**config.mk**
```make
export PLATFORM = sky130hd
export DESIGN_NAME = sensor_scale_and_moving_average_top_flat
export DESIGN_NICKNAME = d
export VERILOG_FILES = /design/src/rtl/core/smav_pkg.sv /design/src/rtl/core/smav_stream_if.sv /design/src/rtl/core/smav_ram.sv /design/src/rtl/core/smav_div.sv /design/src/rtl/core/smav_dpath.sv /design/src/rtl/core/smav_ctrl.sv /design/src/rtl/core/sensor_scale_and_moving_average_top.sv /design/src/flat_wrapper.sv
export VERILOG_INCLUDE_DIRS = /design/src /design/src/rtl/core
export SDC_FILE = /design/constraint.sdc
export NUM_CORES = 1
export LEC_CHECK = 0
export ABC_AREA = 1
export BUFFER_PORTS_ARGS = -buffer_cell sky130_fd_sc_hd__buf_4
export CORE_ASPECT_RATIO = 1.5
export CORE_UTILIZATION = 57
export CTS_BUF_LIST = sky130_fd_sc_hd__clkbuf_4 sky130_fd_sc_hd__clkbuf_8 sky130_fd_sc_hd__clkbuf_16
export CTS_CLUSTER_SIZE = 16
export DETAILED_ROUTE_END_ITERATION = 10
export GPL_ROUTABILITY_DRIVEN = 1
export MAX_ROUTING_LAYER = met4
export PLACE_DENSITY = 0.7
export SLEW_MARGIN = 40
export SYNTH_ARGS = -nofsm -noshare
export SYNTH_HDL_FRONTEND = slang
export SYNTH_SLANG_ARGS = --single-unit
```
**constraint.sdc**
```tcl
create_clock -name clock -period 16.1 [get_ports clock]
set_input_delay 3.22 -clock clock [delete_from_list [all_inputs] [get_ports clock]]
set_output_delay 3.22 -clock clock [all_outputs]
set_load 0.02 [all_outputs]
```
**src/rtl/core/sensor_scale_and_moving_average_top_assert.svh**
```systemverilog
// ---------------------------------------------------------------------------
// Assertion macros for the sensor scale and moving average block
// Each macro builds one labeled concurrent assertion on a clock and reset.
// ---------------------------------------------------------------------------
`ifndef SENSOR_SCALE_AND_MOVING_AVERAGE_TOP_ASSERT_SVH
`define SENSOR_SCALE_AND_MOVING_AVERAGE_TOP_ASSERT_SVH

// same-cycle implication
`define SMAV_ASSERT_IMPLY(label, clk, rst, ante, cons) \
   label: assert property (@(posedge clk) disable iff (rst) (ante) |-> (cons)) \
      else $error("smav: same-cycle check failed");

// next-cycle implication
`define SMAV_ASSERT_NEXT(label, clk, rst, ante, cons) \
   label: assert property (@(posedge clk) disable iff (rst) (ante) |=> (cons)) \
      else $error("smav: next-cycle check failed");

// invariant
`define SMAV_ASSERT_HOLDS(label, clk, rst, expr) \
   label: assert property (@(posedge clk) disable iff (rst) (expr)) \
      else $error("smav: invariant failed");

`endif

```
**src/rtl/core/smav_pkg.sv**
```systemverilog
`timescale 1ns / 1ps
// ---------------------------------------------------------------------------
// smav_pkg
// Shared widths, register indexes, payload and control types.
// ---------------------------------------------------------------------------
package smav_pkg;

   localparam int MV_W                  = 12;
   localparam int VAL_W                 = 16;
   localparam int NUM_W                 = MV_W + VAL_W;
   localparam int CSR_IDX_W             = 2;
   localparam int CSR_DATA_W            = 16;
   localparam int WINDOW_LENGTH_DEFAULT = 8;

   localparam logic [CSR_IDX_W-1:0] CSR_LOW_MV     = 2'd0;
   localparam logic [CSR_IDX_W-1:0] CSR_HIGH_MV    = 2'd1;
   localparam logic [CSR_IDX_W-1:0] CSR_FULL_SCALE = 2'd2;

   localparam logic [MV_W-1:0]  LOW_MV_RESET     = 12'd0;
   localparam logic [MV_W-1:0]  HIGH_MV_RESET    = 12'd3300;
   localparam logic [VAL_W-1:0] FULL_SCALE_RESET = 16'd4095;

   typedef struct packed {
      logic [MV_W-1:0] sample_millivolts;
   } req_payload_type;

   typedef struct packed {
      logic [VAL_W-1:0] smoothed_value;
      logic [VAL_W-1:0] scaled_sample;
   } rsp_payload_type;

   typedef struct packed {
      logic capture;
      logic scale_start;
      logic scale_load_div;
      logic fill_write;
      logic update;
      logic mean;
      logic load_out;
      logic out_direct;
   } cmd_type;

   typedef struct packed {
      logic clamp;
      logic div_busy;
      logic primed;
      logic fill_last;
   } status_type;

endpackage

```
**src/rtl/core/smav_stream_if.sv**
```systemverilog
`timescale 1ns / 1ps
// ---------------------------------------------------------------------------
// smav_stream_if
// Valid/ready channel carrying one payload item per handshake.
// ---------------------------------------------------------------------------
interface smav_stream_if #(
   parameter type payload_type = logic
);

   logic        valid;
   logic        ready;
   payload_type payload;

   modport source (output valid, output payload, input ready);
   modport sink   (input valid, input payload, output ready);

endinterface

```
**src/rtl/core/smav_ram.sv**
```systemverilog
`timescale 1ns / 1ps
// ---------------------------------------------------------------------------
// smav_ram
// Generic single-write, single-read RAM with registered read data.
// ---------------------------------------------------------------------------
module smav_ram #(
   parameter int WIDTH = 16,
   parameter int DEPTH = 8
) (
   input  logic                     clock,
   input  logic                     we,
   input  logic [$clog2(DEPTH)-1:0] waddr,
   input  logic [WIDTH-1:0]         wdata,
   input  logic [$clog2(DEPTH)-1:0] raddr,
   output logic [WIDTH-1:0]         rdata
);

   logic [WIDTH-1:0] mem_ff [DEPTH];
   logic [WIDTH-1:0] rdata_ff;

   always_ff @(posedge clock) begin
      if (we) begin
         mem_ff[waddr] <= wdata;
      end
      rdata_ff <= mem_ff[raddr];
   end

   assign rdata = rdata_ff;

endmodule

```
**src/rtl/core/smav_div.sv**
```systemverilog
`timescale 1ns / 1ps
// ---------------------------------------------------------------------------
// smav_div
// Restoring divider, one quotient bit per cycle. The quotient must fit in
// VAL_W bits, so the upper dividend bits are below the divisor.
// ---------------------------------------------------------------------------
module smav_div import smav_pkg::*; (
   input  logic             clock,
   input  logic             reset,
   input  logic             start,
   input  logic [NUM_W-1:0] dividend,
   input  logic [MV_W-1:0]  divisor,
   output logic             busy,
   output logic [VAL_W-1:0] quotient
);

   localparam int CNT_W = $clog2(VAL_W + 1);

   logic [MV_W-1:0]  rem_ff, rem_in;
   logic [VAL_W-1:0] quo_ff, quo_in;
   logic [CNT_W-1:0] cnt_ff, cnt_in;
   logic [MV_W:0]    trial;
   logic [MV_W:0]    trial_sub;
   logic             fits;

   always_comb begin
      trial     = {rem_ff, quo_ff[VAL_W-1]};
      trial_sub = trial - {1'b0, divisor};
      fits      = trial >= {1'b0, divisor};
      rem_in    = rem_ff;
      quo_in    = quo_ff;
      cnt_in    = cnt_ff;
      if (start) begin
         rem_in = dividend[NUM_W-1:VAL_W];
         quo_in = dividend[VAL_W-1:0];
         cnt_in = CNT_W'(VAL_W);
      end else if (cnt_ff != '0) begin
         rem_in = fits ? trial_sub[MV_W-1:0] : trial[MV_W-1:0];
         quo_in = {quo_ff[VAL_W-2:0], fits};
         cnt_in = cnt_ff - 1'b1;
      end
   end

   always_ff @(posedge clock) begin
      if (reset) begin
         cnt_ff <= '0;
      end else begin
         cnt_ff <= cnt_in;
      end
      rem_ff <= rem_in;
      quo_ff <= quo_in;
   end

   assign busy     = cnt_ff != '0;
   assign quotient = quo_ff;

endmodule

```
**src/rtl/core/smav_dpath.sv**
```systemverilog
`timescale 1ns / 1ps
// ---------------------------------------------------------------------------
// smav_dpath
// Configuration registers, clamp and rescale, window ring, running sum and
// mean by reciprocal multiply.
// ---------------------------------------------------------------------------
module smav_dpath import smav_pkg::*; #(
   parameter int WINDOW_LENGTH = WINDOW_LENGTH_DEFAULT
) (
   input  logic                  clock,
   input  logic                  reset,
   input  logic                  csr_we,
   input  logic [CSR_IDX_W-1:0]  csr_index,
   input  logic [CSR_DATA_W-1:0] csr_wdata,
   input  req_payload_type       req_payload,
   output rsp_payload_type       rsp_payload,
   input  cmd_type               cmd,
   output status_type            status
);

   localparam int PTR_W   = $clog2(WINDOW_LENGTH);
   localparam int SUM_W   = VAL_W + PTR_W;
   localparam int SHIFT   = SUM_W + PTR_W;
   localparam int RECIP_W = SUM_W + 1;
   localparam int PROD_W  = SUM_W + RECIP_W;
   localparam longint unsigned RECIP_FULL = (64'd1 << SHIFT) / WINDOW_LENGTH + 64'd1;
   localparam logic [RECIP_W-1:0] RECIP    = RECIP_W'(RECIP_FULL);
   localparam logic [PTR_W-1:0]   LAST_POS = PTR_W'(WINDOW_LENGTH - 1);

   logic [MV_W-1:0]   low_ff, low_in;
   logic [MV_W-1:0]   high_ff, high_in;
   logic [VAL_W-1:0]  fs_ff, fs_in;
   logic [MV_W-1:0]   sample_ff, sample_in;
   logic [VAL_W-1:0]  scaled_ff, scaled_in;
   logic [SUM_W-1:0]  sum_ff, sum_in;
   logic [PTR_W-1:0]  pos_ff, pos_in;
   logic [PTR_W-1:0]  fill_cnt_ff, fill_cnt_in;
   logic              primed_ff, primed_in;
   logic [PROD_W-1:0] prod_ff, prod_in;
   rsp_payload_type   out_ff, out_in;

   logic              clamp_low;
   logic              clamp_high;
   logic [VAL_W-1:0]  clamp_value;
   logic [MV_W-1:0]   diff;
   logic [MV_W-1:0]   span;
   logic [NUM_W-1:0]  num;
   logic              div_busy;
   logic [VAL_W-1:0]  quotient;
   logic              ram_we;
   logic [PTR_W-1:0]  ram_waddr;
   logic [VAL_W-1:0]  oldest;
   logic              fill_last;
   logic [VAL_W-1:0]  mean_value;

   always_comb begin
      low_in  = low_ff;
      high_in = high_ff;
      fs_in   = fs_ff;
      if (csr_we) begin
         unique case (csr_index)
            CSR_LOW_MV:     low_in  = csr_wdata[MV_W-1:0];
            CSR_HIGH_MV:    high_in = csr_wdata[MV_W-1:0];
            CSR_FULL_SCALE: fs_in   = csr_wdata[VAL_W-1:0];
            default:        low_in  = low_ff;
         endcase
      end
   end

   always_comb begin
      clamp_low   = sample_ff <= low_ff;
      clamp_high  = sample_ff >= high_ff;
      clamp_value = clamp_low ? '0 : fs_ff;
      diff        = sample_ff - low_ff;
      span        = high_ff - low_ff;
      num         = {{VAL_W{1'b0}}, diff} * {{MV_W{1'b0}}, fs_ff};
   end

   smav_div u_div (
      .clock    (clock),
      .reset    (reset),
      .start    (cmd.scale_start & ~(clamp_low | clamp_high)),
      .dividend (num),
      .divisor  (span),
      .busy     (div_busy),
      .quotient (quotient)
   );

   assign fill_last = fill_cnt_ff == LAST_POS;
   assign ram_we    = cmd.fill_write | cmd.update;
   assign ram_waddr = cmd.fill_write ? fill_cnt_ff : pos_ff;

   smav_ram #(
      .WIDTH (VAL_W),
      .DEPTH (WINDOW_LENGTH)
   ) u_ring (
      .clock (clock),
      .we    (ram_we),
      .waddr (ram_waddr),
      .wdata (scaled_ff),
      .raddr (pos_ff),
      .rdata (oldest)
   );

   assign mean_value = prod_ff[SHIFT +: VAL_W];

   always_comb begin
      sample_in   = cmd.capture ? req_payload.sample_millivolts : sample_ff;
      scaled_in   = scaled_ff;
      sum_in      = sum_ff;
      pos_in      = pos_ff;
      fill_cnt_in = fill_cnt_ff;
      primed_in   = primed_ff;
      prod_in     = prod_ff;
      out_in      = out_ff;
      if (cmd.scale_start && (clamp_low || clamp_high)) begin
         scaled_in = clamp_value;
      end else if (cmd.scale_load_div) begin
         scaled_in = quotient;
      end
      if (cmd.fill_write) begin
         sum_in      = {{PTR_W{1'b0}}, scaled_ff} * SUM_W'(WINDOW_LENGTH);
         fill_cnt_in = fill_last ? '0 : fill_cnt_ff + 1'b1;
         if (fill_last) begin
            pos_in    = PTR_W'(1);
            primed_in = 1'b1;
         end
      end
      if (cmd.update) begin
         sum_in = sum_ff - {{PTR_W{1'b0}}, oldest} + {{PTR_W{1'b0}}, scaled_ff};
         pos_in = (pos_ff == LAST_POS) ? '0 : pos_ff + 1'b1;
      end
      if (cmd.mean) begin
         prod_in = {{RECIP_W{1'b0}}, sum_ff} * {{SUM_W{1'b0}}, RECIP};
      end
      if (cmd.load_out) begin
         out_in.smoothed_value = cmd.out_direct ? scaled_ff : mean_value;
         out_in.scaled_sample  = scaled_ff;
      end
   end

   always_ff @(posedge clock) begin
      if (reset) begin
         low_ff      <= LOW_MV_RESET;
         high_ff     <= HIGH_MV_RESET;
         fs_ff       <= FULL_SCALE_RESET;
         sum_ff      <= '0;
         pos_ff      <= '0;
         fill_cnt_ff <= '0;
         primed_ff   <= 1'b0;
      end else begin
         low_ff      <= low_in;
         high_ff     <= high_in;
         fs_ff       <= fs_in;
         sum_ff      <= sum_in;
         pos_ff      <= pos_in;
         fill_cnt_ff <= fill_cnt_in;
         primed_ff   <= primed_in;
      end
      sample_ff <= sample_in;
      scaled_ff <= scaled_in;
      prod_ff   <= prod_in;
      out_ff    <= out_in;
   end

   assign rsp_payload      = out_ff;
   assign status.clamp     = clamp_low | clamp_high;
   assign status.div_busy  = div_busy;
   assign status.primed    = primed_ff;
   assign status.fill_last = fill_last;

endmodule

```
**src/rtl/core/smav_ctrl.sv**
```systemverilog
`timescale 1ns / 1ps
// ---------------------------------------------------------------------------
// smav_ctrl
// Sequencer for one item at a time: capture, scale, ring fill or update then
// mean, and hand-off to the output register.
// ---------------------------------------------------------------------------
module smav_ctrl import smav_pkg::*; (
   input  logic       clock,
   input  logic       reset,
   input  logic       req_valid,
   output logic       req_ready,
   output logic       rsp_valid,
   input  logic       rsp_ready,
   input  status_type status,
   output cmd_type    cmd
);

   typedef enum logic [6:0] {
      ST_IDLE   = 7'b0000001,
      ST_MULT   = 7'b0000010,
      ST_DIV    = 7'b0000100,
      ST_FILL   = 7'b0001000,
      ST_UPDATE = 7'b0010000,
      ST_MEAN   = 7'b0100000,
      ST_OUT    = 7'b1000000
   } state_type;

   state_type state_ff, state_in;
   logic      rsp_valid_ff, rsp_valid_in;
   logic      direct_ff, direct_in;

   always_comb begin
      state_in     = state_ff;
      rsp_valid_in = rsp_valid_ff && !rsp_ready;
      direct_in    = direct_ff;
      req_ready    = 1'b0;
      cmd          = '0;
      unique case (state_ff)
         ST_IDLE: begin
            req_ready = 1'b1;
            if (req_valid) begin
               cmd.capture = 1'b1;
               state_in    = ST_MULT;
            end
         end
         ST_MULT: begin
            cmd.scale_start = 1'b1;
            if (!status.clamp) begin
               state_in = ST_DIV;
            end else begin
               state_in = status.primed ? ST_UPDATE : ST_FILL;
            end
         end
         ST_DIV: begin
            if (!status.div_busy) begin
               cmd.scale_load_div = 1'b1;
               state_in           = status.primed ? ST_UPDATE : ST_FILL;
            end
         end
         ST_FILL: begin
            cmd.fill_write = 1'b1;
            direct_in      = 1'b1;
            if (status.fill_last) begin
               state_in = ST_OUT;
            end
         end
         ST_UPDATE: begin
            cmd.update = 1'b1;
            direct_in  = 1'b0;
            state_in   = ST_MEAN;
         end
         ST_MEAN: begin
            cmd.mean = 1'b1;
            state_in = ST_OUT;
         end
         ST_OUT: begin
            if (!rsp_valid_ff || rsp_ready) begin
               cmd.load_out   = 1'b1;
               cmd.out_direct = direct_ff;
               rsp_valid_in   = 1'b1;
               state_in       = ST_IDLE;
            end
         end
         default: begin
            state_in = ST_IDLE;
         end
      endcase
   end

   always_ff @(posedge clock) begin
      if (reset) begin
         state_ff     <= ST_IDLE;
         rsp_valid_ff <= 1'b0;
         direct_ff    <= 1'b0;
      end else begin
         state_ff     <= state_in;
         rsp_valid_ff <= rsp_valid_in;
         direct_ff    <= direct_in;
      end
   end

   assign rsp_valid = rsp_valid_ff;

endmodule

```
**src/rtl/core/sensor_scale_and_moving_average_top.sv**
```systemverilog
`timescale 1ns / 1ps
// ---------------------------------------------------------------------------
// sensor_scale_and_moving_average_top
// Clamps and rescales a millivolt sample, then smooths it with a boxcar mean.
//
//   channel   dir   handshake       payload
//   req_chan  in    valid / ready   sample_millivolts
//   rsp_chan  out   valid / ready   smoothed_value, scaled_sample
//   csr_*     in    csr_we          csr_index, csr_wdata
//
// One item at a time; the 16-step divider runs only when the sample does not
// clamp, and the first item after reset fills all WINDOW_LENGTH ring entries
// in place of the update and mean steps.
// The next item is taken while a result still waits in the output register.
// Reset is synchronous and restores the register defaults and an empty window.
// ---------------------------------------------------------------------------
`include "sensor_scale_and_moving_average_top_assert.svh"

module sensor_scale_and_moving_average_top import smav_pkg::*; #(
   parameter int WINDOW_LENGTH = WINDOW_LENGTH_DEFAULT
) (
   input  logic                  clock,
   input  logic                  reset,
   smav_stream_if.sink           req_chan,
   smav_stream_if.source         rsp_chan,
   input  logic                  csr_we,
   input  logic [CSR_IDX_W-1:0]  csr_index,
   input  logic [CSR_DATA_W-1:0] csr_wdata
);

   cmd_type         cmd;
   status_type      status;
   req_payload_type req_payload;
   rsp_payload_type rsp_payload;

   assign req_payload      = req_chan.payload;
   assign rsp_chan.payload = rsp_payload;

   smav_ctrl u_ctrl (
      .clock     (clock),
      .reset     (reset),
      .req_valid (req_chan.valid),
      .req_ready (req_chan.ready),
      .rsp_valid (rsp_chan.valid),
      .rsp_ready (rsp_chan.ready),
      .status    (status),
      .cmd       (cmd)
   );

   smav_dpath #(
      .WINDOW_LENGTH (WINDOW_LENGTH)
   ) u_dpath (
      .clock       (clock),
      .reset       (reset),
      .csr_we      (csr_we),
      .csr_index   (csr_index),
      .csr_wdata   (csr_wdata),
      .req_payload (req_payload),
      .rsp_payload (rsp_payload),
      .cmd         (cmd),
      .status      (status)
   );

   `SMAV_ASSERT_NEXT(a_one_item_in_flight, clock, reset, req_chan.valid && req_chan.ready, !req_chan.ready)
   `SMAV_ASSERT_IMPLY(a_no_result_while_dividing, clock, reset, status.div_busy, !cmd.load_out)
   `SMAV_ASSERT_NEXT(a_result_presented, clock, reset, cmd.load_out, rsp_chan.valid)
   `SMAV_ASSERT_HOLDS(a_single_step, clock, reset, $onehot0({cmd.scale_start, cmd.fill_write, cmd.update, cmd.mean, cmd.load_out}))

endmodule

```
**src/flat_wrapper.sv**
```systemverilog
// flat-port wrapper written by rule: the top's interface ports become plain ports
module sensor_scale_and_moving_average_top_flat import smav_pkg::*;
#(
   parameter int WINDOW_LENGTH = WINDOW_LENGTH_DEFAULT
)
  (clock, reset, csr_we, csr_index, csr_wdata, req_chan_valid, req_chan_payload, req_chan_ready, rsp_chan_valid, rsp_chan_payload, rsp_chan_ready);
  smav_stream_if #(.payload_type(req_payload_type)) req_chan_i ();
  smav_stream_if #(.payload_type(rsp_payload_type)) rsp_chan_i ();
  input  logic clock;
  input  logic reset;
  input  logic csr_we;
  input  logic [CSR_IDX_W-1:0] csr_index;
  input  logic [CSR_DATA_W-1:0] csr_wdata;
  input wire logic [$bits(req_chan_i.valid)-1:0] req_chan_valid;
  input wire logic [$bits(req_chan_i.payload)-1:0] req_chan_payload;
  output wire logic [$bits(req_chan_i.ready)-1:0] req_chan_ready;
  output wire logic [$bits(rsp_chan_i.valid)-1:0] rsp_chan_valid;
  output wire logic [$bits(rsp_chan_i.payload)-1:0] rsp_chan_payload;
  input wire logic [$bits(rsp_chan_i.ready)-1:0] rsp_chan_ready;
  assign req_chan_i.valid = req_chan_valid;
  assign req_chan_i.payload = req_chan_payload;
  assign req_chan_ready = req_chan_i.ready;
  assign rsp_chan_valid = rsp_chan_i.valid;
  assign rsp_chan_payload = rsp_chan_i.payload;
  assign rsp_chan_i.ready = rsp_chan_ready;
  sensor_scale_and_moving_average_top #(.WINDOW_LENGTH(WINDOW_LENGTH)) u_core (.clock(clock), .reset(reset), .req_chan(req_chan_i), .rsp_chan(rsp_chan_i), .csr_we(csr_we), .csr_index(csr_index), .csr_wdata(csr_wdata));
endmodule
```
==> metrics.txt <==
hold endpoint=u_core.u_dpath.prod_ff[23]; hold wc startpoint=u_core.u_dpath.sum_ff[4]; Initial Util=0.5797; RSZ-0062 raised after global routing=false; die area=around 0.040 mm²; Layout Nets=2951; Synth cell types=43; Worst-path clk slew=0.07 ns; Synth Register Bits=328; setup TNS=0 ns; # IOs=69; Worst EP arrival=7.22 ns; Post-CTS Hold Fix Bufs=0; Syn Nets=between 2k and 3k; Reg area=0.008890 mm²; worst-skew pair later-pin latency=roughly 0.6 ns; die span in y=244.5 µm; cts bufs inserted=31; Tmin final=6.898 ns; Post-Place Cells=3081; CTS tree=done; fmax=145.0 MHz; Synth warnings=0; dominant synthesized flop cell=edfxtp_1; r2r worst-path depth=27; max_cap viols=0; Post-DP HPWL=49060 µm; hold path cells=0; Startpoint Class=flop; Fillers=about 3.3k; total wire length=63050 µm; ys async rst share=0; Cell Rows=88; Final Max Tran Viols=0; area occupied by multi-input gates=0.01141 mm²; Port Buffers=68; reg2reg end=u_core.u_dpath.u_div.rem_ff[9]; n_diodes=0; Starting DRT DRC Count=1265; global-route wire length before repair=97220 µm; # resized after CTS=0; worst setup path class=flop to flop; Avg Vias per Cell=around 5.6; required time worst endpoint=16.43 ns; area delta synth->final=9.180%; die width=between 150 and 200 µm; HP Class=flop to flop; antenna violations before repair=0; status=finished clean; Root Driver=clkbuf_16; synthesized area=0.02234 mm²; largest net degree at the start of global routing=70; grt ovf=0; # setup viols final=0; Remaining DRCs=0; most common cell after layout, fill and taps aside=nand2_1; flop-to-flop setup slack=9.20 ns; reg2reg start=u_core.u_dpath.sample_ff[0]; 1st-pass router iterations=5; slew at the pin with the worst max-slew slack=0.8396 ns; RePlAce Congestion=0.9697; Slew HR=0.4397; worst clock skew=roughly 0.026 ns; post-CTS setup buffer count=0; GRT Total Usage=0.3335; Layout Cells excl Fill=3139; crit-path max FO=9; vias in the first global route=17.88k; clk sinks=~330; CORE AREA=0.03854 mm²; share of layout cells above drive strength 1=0.06732; number of synthesized flops with an enable pin=232; ANT nets after route=0; Setup crit end kind=flop; final core occ=0.6329; register area share after synthesis=0.3979; Gate Count Post-Synth=2576; syn_area_per_cell=8.672 µm²; H-tree levels=1; crit share post-route=0.4284; Hold Fails Final Rpt=0; Avg WL per Cell=about 20 µm; commonest non-fill, non-tap cells in the layout=nand2_1, inv_1, nor2_1, edfxtp_1, o21ai_0; vias=17.63k; CTS max path bufs=3
==> kinds of logic after synthesis <==
logic type | count (synthesis) | synth area share
flip-flops | 328 | 0.3979
AND/OR/NAND/NOR | 973 | 0.1765
multiplexers | 1 | 0.0005040
buffers and inverters | 538 | 0.09207
XOR/XNOR | 43 | 0.01719
adder cells (fa/ha/maj) | 297 | 0.2198
AO/OA/AOI/OAI | 396 | 0.09611
==> Yosys cell counts, drive strengths merged, types with 4 or more instances <==
library cell    n  area share
nor3           20      0.0047
buf            25      0.0059
clkbuf         57      0.0096
nand3         122       0.027
edfxtp        232        0.31
xor2           20      0.0078
ha            138       0.077
a31oi          19      0.0053
nor2          283       0.048
nand4          16      0.0045
o21bai          4      0.0018
o21ai         201       0.045
a21o            5      0.0017
a21oi         120       0.027
o211ai         23      0.0077
inv           455       0.076
or2            12      0.0034
o22ai          16      0.0045
xnor2          23      0.0094
dfxtp          96       0.086
fa            159        0.14
nand2         512       0.086
==> state kept, by name, indices dropped and copies added, names as in the netlist, 3 cells and up <==
name,count
u_core.u_ctrl.state_ff,7
u_core.u_dpath.u_div.cnt_ff,5
u_core.u_dpath.u_div.quotient,16
u_core.u_dpath.high_ff,12
u_core.u_dpath.u_ring.mem_ff,128
u_core.u_dpath.sum_ff,19
u_core.u_dpath.fs_ff,16
u_core.u_dpath.low_ff,12
u_core.u_dpath.sample_ff,12
u_core.u_dpath.rsp_payload,32
u_core.u_dpath.fill_cnt_ff,3
u_core.u_dpath.u_div.rem_ff,12
u_core.u_dpath.u_ring.rdata,16
u_core.u_dpath.scaled_ff,16
u_core.u_dpath.prod_ff,16
u_core.u_dpath.pos_ff,3
==> worst max-delay path by stage <==
stage	startpoint	end	slack (ns)	cells after the start
5_1_grt	u_core.u_dpath.sample_ff[0]	u_core.u_dpath.u_div.rem_ff[9]	8.82	27
3_3_place_gp	u_core.u_dpath.sample_ff[0]	u_core.u_dpath.u_div.rem_ff[6]	9.29	28
2_1_floorplan	u_core.u_dpath.sample_ff[0]	u_core.u_dpath.u_div.rem_ff[9]	10.07	30
6_report	u_core.u_dpath.sample_ff[0]	u_core.u_dpath.u_div.rem_ff[9]	9.20	27
4_1_cts	u_core.u_dpath.sample_ff[0]	u_core.u_dpath.u_div.rem_ff[9]	9.07	30
3_5_place_dp	u_core.u_dpath.sample_ff[0]	u_core.u_dpath.u_div.rem_ff[9]	9.12	30
==> routing by layer <==
| layer | GRT usage | routed length (µm) |
|---|---|---|
| met5 | - | 0 |
| met3 | 0.03324 | 2763 |
| met4 | 0.2541 | 5656 |
| met1 | 0.3402 | 21740 |
| met2 | 0.5830 | 32900 |
==> worst max-delay path, stage by stage, from the launching register on <==
cell and delay, ns:
edfxtp_1 0.36, inv_1 0.09, ha_1 0.21, inv_1 0.07, fa_1 0.43, nand3_1 0.14
nand4_1 0.38, nand2_1 0.44, nor2_1 0.11, fa_1 0.54, inv_1 0.07, fa_1 0.53
fa_1 0.55, inv_1 0.05, fa_1 0.53, inv_1 0.06, fa_1 0.53, inv_1 0.04
ha_1 0.37, nand2_1 0.12, nor2_1 0.14, inv_1 0.09, nor3_1 0.26, nand3_1 0.15
nand3_1 0.10, nand2_1 0.05, nand3_1 0.11, o21ai_0 0.10
==> metrics by stage <==
stage          setup WS, ns  hold slack, ns  area (µm²)
2_1_floorplan         10.07          0.4082       22340
6_report              9.202          0.4381       24390
3_3_place_gp          9.292          0.4143       23310
5_1_grt               8.818          0.4498       24390
4_1_cts               9.074          0.4387       24380
3_5_place_dp          9.117          0.4232       23320
==> area by class of cell <==
| class | count | share of cell area |
|---|---|---|
| flip-flops and latches | 328 | 0.3645 |
| inverters | 456 | 0.07018 |
| well taps | 495 | 0.02539 |
| multi-input cells | 1710 | 0.4680 |
| clock buffers | 44 | 0.03683 |
| clock inverters | 14 | 0.006823 |
| repair buffers | 92 | 0.02832 |
Power is left out: the tool's default activity adds up to more than one toggle a clock period on the data nets, which glitch-free logic cannot reach.
